**config.mk**
```make
export PLATFORM = sky130hd
export DESIGN_NAME = sff_queue
export DESIGN_NICKNAME = d
export VERILOG_FILES = /design/src/rtl/core/sff_pkg.sv /design/src/rtl/core/sff_queue.sv
export SDC_FILE = /design/constraint.sdc
export NUM_CORES = 1
export LEC_CHECK = 0
export BUFFER_PORTS_ARGS = -buffer_cell sky130_fd_sc_hd__buf_2
export CAP_MARGIN = 20
export CORE_MARGIN = 10
export CORE_UTILIZATION = 55
export CTS_CLUSTER_SIZE = 10
export DETAILED_ROUTE_END_ITERATION = 10
export PLACE_DENSITY = 0.88
export SLEW_MARGIN = 20
export SYNTH_ARGS = -nofsm -noshare
export SYNTH_HDL_FRONTEND = slang
export SYNTH_SLANG_ARGS = --single-unit
```
**constraint.sdc**
```tcl
create_clock -name clk -period 4.3 [get_ports clk]
set_input_delay 0.215 -clock clk [delete_from_list [all_inputs] [get_ports clk]]
set_output_delay 0.215 -clock clk [all_outputs]
set_load 0.01 [all_outputs]
```
**src/rtl/core/sff_pkg.sv**
```systemverilog
// shared types, codes and constants of the slot frame fifo
// no dependencies

package sff_pkg;

  localparam int RING_SLOTS_DEF = 32;
  localparam int SLOT_BYTES_DEF = 2048;

  localparam int CMD_W     = 3;
  localparam int BYTE_W    = 8;
  localparam int TS_W      = 33;
  localparam int CFG_W     = 12;
  localparam int CFG_IDX_W = 2;
  localparam int CNT_OUT_W = 6;
  localparam int SUM_OUT_W = 17;

  localparam logic [CFG_W-1:0] CHUNK_LIMIT_RST = 12'd2048;
  localparam logic [CFG_W-1:0] READ_LIMIT_RST  = 12'd2048;

  localparam logic [CMD_W-1:0] CMD_PUSH  = 3'd0;
  localparam logic [CMD_W-1:0] CMD_READ  = 3'd1;
  localparam logic [CMD_W-1:0] CMD_DROP  = 3'd2;
  localparam logic [CMD_W-1:0] CMD_FLUSH = 3'd3;
  localparam logic [CMD_W-1:0] CMD_QUERY = 3'd4;

  localparam logic [CFG_IDX_W-1:0] REG_CHUNK_LIMIT = 2'd0;
  localparam logic [CFG_IDX_W-1:0] REG_READ_LIMIT  = 2'd1;

  typedef enum logic [5:0] {
    OP_PUSH  = 6'b000001,
    OP_READ  = 6'b000010,
    OP_DROP  = 6'b000100,
    OP_FLUSH = 6'b001000,
    OP_QUERY = 6'b010000,
    OP_NONE  = 6'b100000
  } op_t;

  typedef enum logic [1:0] {
    STATUS_OK    = 2'd0,
    STATUS_EMPTY = 2'd1,
    STATUS_FULL  = 2'd2
  } status_t;

  typedef struct packed {
    op_t              op;
    logic [BYTE_W-1:0] data_byte;
    logic [TS_W-1:0]   timestamp;
    logic              timestamp_valid;
    logic              end_of_message;
  } sff_item_t;

  typedef struct packed {
    status_t              status;
    logic [BYTE_W-1:0]    data_byte;
    logic                 byte_valid;
    logic                 last_of_slot;
    logic [TS_W-1:0]      timestamp;
    logic                 timestamp_valid;
    logic [CNT_OUT_W-1:0] slots_filled;
    logic [CNT_OUT_W-1:0] slots_free;
    logic [SUM_OUT_W-1:0] bytes_filled;
  } sff_result_t;

  typedef struct packed {
    logic                 we;
    logic [CFG_IDX_W-1:0] index;
    logic [CFG_W-1:0]     data;
  } sff_cfg_t;

endpackage

```
**src/rtl/core/sff_queue.sv**
```systemverilog
// two-entry queue of decoded items between front and back end
// depends on sff_pkg

module sff_queue (
  input  logic               clk,
  input  logic               rst,
  input  logic               push_valid,
  output logic               push_stall,
  input  sff_pkg::sff_item_t push_item,
  output logic               pop_valid,
  input  logic               pop_ready,
  output sff_pkg::sff_item_t pop_item
);
  import sff_pkg::*;

  sff_item_t  entry [2];
  logic       wr_ptr;
  logic       rd_ptr;
  logic [1:0] count;
  logic       do_push;
  logic       do_pop;

  assign push_stall = (count == 2'd2);
  assign pop_valid  = (count != 2'd0);
  assign pop_item   = entry[rd_ptr];
  assign do_push    = push_valid && !push_stall;
  assign do_pop     = pop_valid && pop_ready;

  always_ff @(posedge clk) begin
    if (do_push) begin
      entry[wr_ptr] <= push_item;
    end
  end

  always_ff @(posedge clk) begin
    if (rst) begin
      wr_ptr <= 1'b0;
      rd_ptr <= 1'b0;
      count  <= 2'd0;
    end else begin
      if (do_push) begin
        wr_ptr <= !wr_ptr;
      end
      if (do_pop) begin
        rd_ptr <= !rd_ptr;
      end
      if (do_push && !do_pop) begin
        count <= count + 2'd1;
      end else if (do_pop && !do_push) begin
        count <= count - 2'd1;
      end
    end
  end

  assert property (@(posedge clk) disable iff (rst) count <= 2'd2)
    else $error("queue count out of range");

endmodule

```
==> results of run 1 <==
## flip-flops by register name, summed over array words and instances (netlist names), named ones only
signal,count
rd_ptr,1
count,2
entry,98
wr_ptr,1
## kinds of logic after synthesis
group	Yosys count	synth area share
fa+ha+maj	1	0.00334
mux	49	0.147
flops	103	0.812
compound gates	5	0.00667
buf+inv	7	0.0110
simple gates	9	0.0130
xor+xnor	3	0.00701
## power groups by stage
stage	logic, uW	clock network (uW)	registers, uW
finish	660	632	1330
global route	717	690	1340
CTS	677	647	1330
detailed placement	673	0	1350
global placement	612	0	1380
floorplan	445	0	1310
## per-layer routing
metal	vias up	GRT usage
li1	909	-
met1	925	0.146
met2	70	0.201
met3	8	0.0442
met4	0	0.0456
met5	-	0
## cell type report
class	count	area [um2]
Sequential cell	103	3040
Clock inverter	5	82.6
Clock buffer	11	131
Inverter	2	7.51
Timing Repair Buffer	104	536
Multi-Input combinational cell	67	667
Fill cell	454	2150
Tap cell	80	100
## metrics by stage
stage	total power, uW	cells	utilization	hold slack [ps]
after floorplan	1760	177	-	284
after global placement	1990	355	0.645	403
after detailed placement	2030	356	0.648	406
after CTS	2650	372	0.680	32.9
after global routing	2750	372	0.680	22.5
final	2620	372	0.680	44.5
## cells in the mapped netlist (all sizes together)
library cell | number | area share
xor2 | 3 | 0.0070
or3 | 2 | 0.0033
ha | 1 | 0.0033
mux2 | 49 | 0.15
buf | 5 | 0.0090
dfxtp | 5 | 0.027
edfxtp | 98 | 0.79
o21ai | 3 | 0.0040
or2 | 1 | 0.0017
nor2b | 1 | 0.0023
a21oi | 2 | 0.0027
nor2 | 4 | 0.0040
inv | 2 | 0.0020
and2 | 1 | 0.0017
## worst paths after layout
check                                         endpoint  slack (ps)
worst min-delay path            entry[0][25]$_DFFE_PP_          40
worst max register to register   entry[0][3]$_DFFE_PP_        2230
worst max-delay path             entry[0][3]$_DFFE_PP_        2230
worst min register to register     wr_ptr$_SDFFE_PP0N_         530
## worst reg2reg max path: stages (launching register included)
cell and delay (ps):
dfxtp_1 440, nor2b_2 90, or3_1 350, inv_2 750
==> flow_summary.yaml, run 1 <==
status:
  outcome: "completed"
worst_setup_path:
  worstPathRequired_ps: 4270
  criticalPathCategory: "flip-flop to flip-flop"
  cp_cell_sequence: "nor2b_2 -> or3_1 -> inv_2"
  end_kind: "flip-flop"
  cp.arrival_ps: 2040
  worstReg2RegStart: "count[0]$_SDFFE_PP0P_"
  crit_fanout: 49
  critPathBufInv: 1
  startpoint_type: "flip-flop"
  cp_top_family: "buffers and inverters"
  crit_path_start: "count[0]$_SDFFE_PP0P_"
  cp_num_cells: 3
  crit_path_max_incr_delay_ps: 750
  critical_path.slowest_cell: "inv_2"
  r2r_cells: 3
placed_design:
  routabilityCongestion: 0.674
  dp_slack_ps: 2230
  placed_area_mm2: 0.00435
  io_buffers: 103
  dpl.hpwl_um: 4610
drt:
  dr_total_vias: 1912
  drc: 0
  wire_per_inst_um: 17.9
  drt-met1-wl_um: 2830
  drt_iter0_drc: 64
  drtPass1Iterations: 4
  vias_per_cell: 5.14
  dr_wl_met2_um: 3230
  top_layer: "met4"
  dr_wl_met3_um: 500
  ant_nets: 0
  routed_wl_um: 6650
die:
  dieHeight_um: 103
  core.rowCount: 30
  fp.dieW_um: 103
  ios: 104
  start_util: 0.558
  dieArea_mm2: 0.0105
  core_mm2: 0.00672
synthesis:
  avgSynthCellArea_um2: 21.2
  synth_seq_area_share: 0.812
  syn-instance-count: 177
  ys_seq_elements: 103
  ys_types: 16
  ys_warn_count: 0
  syn_nets: 231
  syn_area_mm2: 0.00375
pwr:
  p_int_uw: 1910
  p_seq_frac: 0.507
  combPwrFrac: 0.252
  switching_share: 0.270
  p_leak_uw: 0.00172
  ir_drop_v: 0.000389
  power_density_mw_per_mm2: 573
  pwr-share-clk: 0.241
  p_sw_uw: 706
cells_and_area:
  area.growth.synth_to_final_pct: 21.9
  drive_gt1_frac: 0.589
  final_cell_mix: "103 x buf_2, 98 x edfxtp_1, 49 x mux2_2"
  nNetsFinal: 341
  final_common_cell: "buf_2"
  finalInstanceArea_mm2: 0.00457
  diodes: 0
timing:
  fin_crit_sh: 0.482
  hold_viol_final: 0
  fmax_mhz: 483
  setup_tns_ps: 0
  rsz0062_at_grt: "no"
  drv_slew: 0
  clock_skew_ps: 9.33
  finalWorstSetupSlack_ps: 2230
  tightest_slew_ps: 1080
  setup_viol: 0
  layout_min_cycle_time_ps: 2070
  relSlewSlack: 0.283
global_route:
  grt_antenna_before_repair: 0
  grt_pass1_wl_um: 9800
  overflow: 0
  grt_start_max_net_pins: 50
  grt_pass1_vias: 2003
  grt_use_total: 0.123
clocking:
  cts.sinks: 103
  cts_resized: 0
  cts_tree: "yes"
  ctsRootBufferMaster: "clkbuf_8"
  cts.clk_slew.worst_paths_ps: 90
  clk_latency_ps: 350
  post_cts_buffers: 0
  cts-buffers-inserted: 9
  clockBufferDepth: 2
  htreeDepth: 3
  ctsHoldBuffers: 0
worst_hold_path:
  holdPathStages: 1
  hp-class: "input port to flip-flop"
  min_from: "push_item[25]"
job:
  cap_violations: 0
Power figures use the tool's default switching activity.
==> inputs of run 2 (changes only) <==
CORE_UTILIZATION = 46   (was 55)
PLACE_DENSITY = 0.79   (was 0.88)
clock period = 1.7 ns   (was 4.3 ns; I/O delays follow)
==> run 2 against run 1 <==
  * Combinational power grew to 2.9 times the previous value
  * Register-to-register slack worse by 2100 ps
  * Global-route usage is 0.60 points higher
  * Final cell count is 21% higher
  * Critical path depth stayed put
  * Total power grew to 2.6 times the previous value
  * Sequential cell count stayed put
  * Worst hold slack better by 72 ps
  * Via count is 9.8% higher
  * Sequential power is 150% higher
  * Core utilization is 1.6 points lower
  * First-iteration DRC count is 47% higher
  * Largest power group unchanged
==> flow_summary.yaml, run 2 (same netlist as run 1, synthesis figures left out) <==
timing:
  fin_crit_sh: 0.950
  drv_slew: 0
  setup_viol: 0
  setup_tns_ps: 0
  hold_viol_final: 0
  layout_min_cycle_time_ps: 1610
  tightest_slew_ps: 328
  relSlewSlack: 0.779
  fmax_mhz: 619
  rsz0062_at_grt: "no"
  clock_skew_ps: 5.57
global_route:
  grt_pass1_vias: 2461
  grt_pass1_wl_um: 12000
  grt_start_max_net_pins: 34
  overflow: 0
  grt_antenna_before_repair: 0
  grt_use_total: 0.129
clocking:
  ctsRootBufferMaster: "clkbuf_8"
  clk_latency_ps: 350
  clockBufferDepth: 2
  htreeDepth: 3
  cts.sinks: 103
  cts-buffers-inserted: 9
  cts_tree: "yes"
  cts.clk_slew.worst_paths_ps: 90
cells_and_area:
  nNetsFinal: 396
  final_cells: 449
  multiInputGateArea_um2: 676
  final_common_cell: "buf_2"
  diodes: 0
  top_register: "entry"
  final_cell_mix: "103 x buf_2, 98 x edfxtp_1, 50 x dlygate4sd3_1"
  fillers: 536
  area.sequential_mm2: 0.00305
  largest_register_ffs: 98
  drive_gt1_frac: 0.524
  reg_top3: "entry: 98 flops, count: 2 flops"
  area.growth.synth_to_final_pct: 38.4
drt:
  dr_total_vias: 2099
  routed_wl_um: 7510
  wire_per_inst_um: 16.7
  drt_iter0_drc: 94
  drtPass1Iterations: 4
  drc: 0
  vias_per_cell: 4.67
  ant_nets: 0
pwr:
  power_density_mw_per_mm2: 1330
  ir_drop_v: 0.000857
  p_leak_uw: 0.00196
placed_design:
  routabilityCongestion: 0.710
  io_buffers: 103
  dp_cells: 383
  dpl.hpwl_um: 4930
die:
  fp.dieW_um: 110
  core.rowCount: 32
  dieArea_mm2: 0.0122
  dieHeight_um: 110
  core_mm2: 0.00781
  ios: 104
  start_util: 0.480
worst_setup_path:
  end_kind: "output pin"
  criticalPathCategory: "flip-flop to output pin"
  cp.arrival_ps: 1530
  worstPathRequired_ps: 1620
  startpoint_type: "flip-flop"
  crit_fanout: 21
worst_hold_path:
  hp-class: "input port to flip-flop"
status:
  outcome: "completed"
job:
  cap_violations: 0
[run 2: cell types whose count changed in the layout (fill, tap and decap cells not counted), moves of 2 or more]
cell           delta
clkinvlp_4        +2
dfxtp_2           +2
buf_12            +2
clkbuf_1          -2
dfxtp_1           -2
dlygate4sd3_1    +50
inv_6             +3
buf_4             +3
[run 2: final cells by class]
type,instances,share of cell area
Sequential cell,103,0.587
Tap cell,102,0.0246
Timing Repair Buffer,159,0.212
Clock buffer,9,0.0239
Inverter,2,0.00217
Clock inverter,7,0.0198
Multi-Input combinational cell,67,0.130
[run 2: path summary, 6_finish.rpt]
kind	start	end	cells past startpoint	slack, ps
max	flip-flop	pop_item[11]	3	90
min reg2reg	wr_ptr$_SDFFE_PP0N_	wr_ptr$_SDFFE_PP0N_	2	500
min	push_valid	wr_ptr$_SDFFE_PP0N_	4	120
max reg2reg	count[0]$_SDFFE_PP0P_	count[1]$_SDFFE_PP0P_	4	170
[run 2: critical path, stage by stage, from the launching register on]
cell and delay, ps:
dfxtp_2 360, buf_4 290, mux2_2 380, buf_2 150
[run 2: metal layers]
layer	vias to the layer above	wire [um]	GRT usage
li1	1022	-	-
met1	1008	2870	0.140
met2	65	3950	0.221
met3	4	642	0.0580
met4	0	46	0.0385
met5	-	0	0
[run 2: per-stage QoR]
stage	utilization	power, uW	worst slack (ps)	hold WS [ps]	area [um2]
3_5_place_dp	0.571	5220	186	277	4460
2_1_floorplan	-	4470	-27.2	147	3770
4_1_cts	0.664	6980	55.0	98.2	5190
3_3_place_gp	0.571	5180	224	273	4460
6_report	0.664	6880	85.1	117	5190
5_1_grt	0.664	7290	1.18	116	5190
[run 2: repair_timing]
item                                   CTS  global route
resized for setup                        0             0
buffers inserted                         0             0
hold buffers                            50             0
endpoints found under the hold margin  103             0
[run 2: power by group]
group | internal, uW | total, uW | switching (uW)
sequential | 3190 | 3290 | 102
combinational | 956 | 1920 | 967
clock | 847 | 1670 | 820
==> inputs of run 3 (changes only) <==
CELL_PAD_IN_SITES_DETAIL_PLACEMENT = 1   (was default)
CELL_PAD_IN_SITES_GLOBAL_PLACEMENT = 1   (was default)
CORE_UTILIZATION = 39   (was 46)
PLACE_DENSITY = 0.8   (was 0.79)
==> run 3 against run 2 <==
  * Via count is 2.2% higher
  * Clock skew is 4.4 ps higher
  * Register-to-register slack better by 30 ps
  * Cell area is 0.68% higher
  * Sequential power hardly changed
  * Largest power group unchanged
  * Highest routed layer unchanged
==> flow_summary.yaml, run 3 (same netlist as run 1, synthesis figures left out) <==
status:
  outcome: "completed"
clocking:
  cts-buffers-inserted: 9
  cts.sinks: 103
  ctsRootBufferMaster: "clkbuf_8"
  cts.clk_slew.worst_paths_ps: 100
  htreeDepth: 3
  cts_tree: "yes"
  clockBufferDepth: 2
  clk_latency_ps: 360
global_route:
  grt_pass1_wl_um: 14000
  grt_pass1_vias: 2510
  overflow: 0
  grt_start_max_net_pins: 27
  grt_use_total: 0.129
  grt_antenna_before_repair: 0
die:
  ios: 104
  start_util: 0.404
  dieHeight_um: 118
  fp.dieW_um: 118
  core_mm2: 0.00928
  dieArea_mm2: 0.0139
  core.rowCount: 35
pwr:
  p_sw_uw: 1970
  p_int_uw: 4860
  ir_drop_v: 0.000618
  combPwrFrac: 0.291
  p_leak_uw: 0.00196
  switching_share: 0.289
  p_seq_frac: 0.483
  power_density_mw_per_mm2: 1310
  pwr-share-clk: 0.226
cells_and_area:
  diodes: 0
  top_register: "entry"
  area.growth.synth_to_final_pct: 39.3
  nNetsFinal: 397
  fillers: 895
  largest_register_ffs: 98
  final_cell_mix: "103 x buf_2, 98 x edfxtp_1, 50 x dlygate4sd3_1"
  drive_gt1_frac: 0.526
  reg_top3: "entry: 98 flops, count: 2 flops"
  finalInstanceArea_mm2: 0.00522
  final_cells: 477
  final_common_cell: "buf_2"
  final_util: 0.562
timing:
  relSlewSlack: 0.803
  finalWorstSetupSlack_ps: 115
  hold_viol_final: 0
  tightest_slew_ps: 296
  rsz0062_at_grt: "no"
  setup_viol: 0
  layout_min_cycle_time_ps: 1590
  clock_skew_ps: 9.94
  fmax_mhz: 631
  drv_slew: 0
  fin_crit_sh: 0.932
worst_setup_path:
  startpoint_type: "flip-flop"
  cp_top_family: "buffers and inverters"
  critPathBufInv: 2
  cp.arrival_ps: 1500
  worstReg2RegStart: "count[1]$_SDFFE_PP0P_"
  crit_fanout: 24
  r2r_cells: 4
  cp_cell_sequence: "buf_6 -> mux2_2 -> buf_2"
  criticalPathCategory: "flip-flop to output pin"
  crit_path_max_incr_delay_ps: 390
  worstPathRequired_ps: 1620
  critical_path.slowest_cell: "mux2_2"
  end_kind: "output pin"
  rrSetupSlack_ps: 200
  reg2reg_to: "entry[0][32]$_DFFE_PP_"
placed_design:
  routabilityCongestion: 0.720
  dp_slack_ps: 141
  dp_cells: 411
  io_buffers: 103
  dpl.hpwl_um: 5830
  placed_area_mm2: 0.00451
drt:
  routed_wl_um: 8840
  drt_iter0_drc: 59
  drc: 0
  drtPass1Iterations: 4
  ant_nets: 0
  vias_per_cell: 4.50
  dr_total_vias: 2146
  wire_per_inst_um: 18.5
job:
  cap_violations: 0
worst_hold_path:
  min_from: "push_valid"
  holdPathStages: 4
  hp-class: "input port to flip-flop"
  hold_path_end: "wr_ptr$_SDFFE_PP0N_"
run 3: cell count changes in the layout (fill, tap and decap cells not counted), sizes merged:
cell      previous run  this run
clkinvlp             2         3
bufinv               2         1
buf                109       110
run 3: tightest hold or removal path: stages:
cell and delay, ps:
buf_2 80, inv_1 50, o21ai_0 160, a21oi_1 60
run 3: worst max path at each step:
stage               slack [ps]                    end  cells after the start
floorplan                  -30  entry[0][0]$_DFFE_PP_                      3
global placement           240  count[1]$_SDFFE_PP0P_                      4
detailed placement         140  count[1]$_SDFFE_PP0P_                      4
CTS                          7            pop_item[6]                      3
global route                20           pop_item[32]                      3
finish                     110            pop_item[6]                      3
run 3: power by group through the flow:
stage | sequential [uW] | combinational, uW | clock, uW
floorplan | 3320 | 1150 | 0
global placement | 3330 | 1890 | 0
detailed placement | 3360 | 1930 | 0
CTS | 3300 | 2030 | 1610
global route | 3330 | 2170 | 1710
finish | 3300 | 1990 | 1540
run 3: layout make-up:
cell class	instances	area, um2	area share
Clock buffer	9	124	0.0237
Clock inverter	7	76.3	0.0146
Inverter	2	11.3	0.00216
Multi-Input combinational cell	67	676	0.129
Sequential cell	103	3050	0.584
Tap cell	129	161	0.0309
Timing Repair Buffer	160	1130	0.216
run 3: layer usage:
layer	up-vias	routed length (um)	global-route usage
li1	1020	-	-
met1	1055	3520	0.139
met2	62	4800	0.231
met3	9	431	0.0408
met4	0	95	0.0440
met5	-	0	0
run 3: what timing repair did:
item,in CTS,in global routing
setup buffers,0,0
resized for setup,1,2
hold endpoints to repair,103,0
cloned,0,0
hold buffers,50,0
endpoints found under the setup margin,1,25
run 3: per-stage QoR:
step / total power (uW) / setup TNS (ps) / hold slack [ps]
final: 6830 / 0 / 121
after global routing: 7220 / 0 / 151
after detailed placement: 5280 / 0 / 279
after global placement: 5220 / 0 / 276
after CTS: 6940 / 0 / 102
after floorplan: 4470 / -1330 / 147
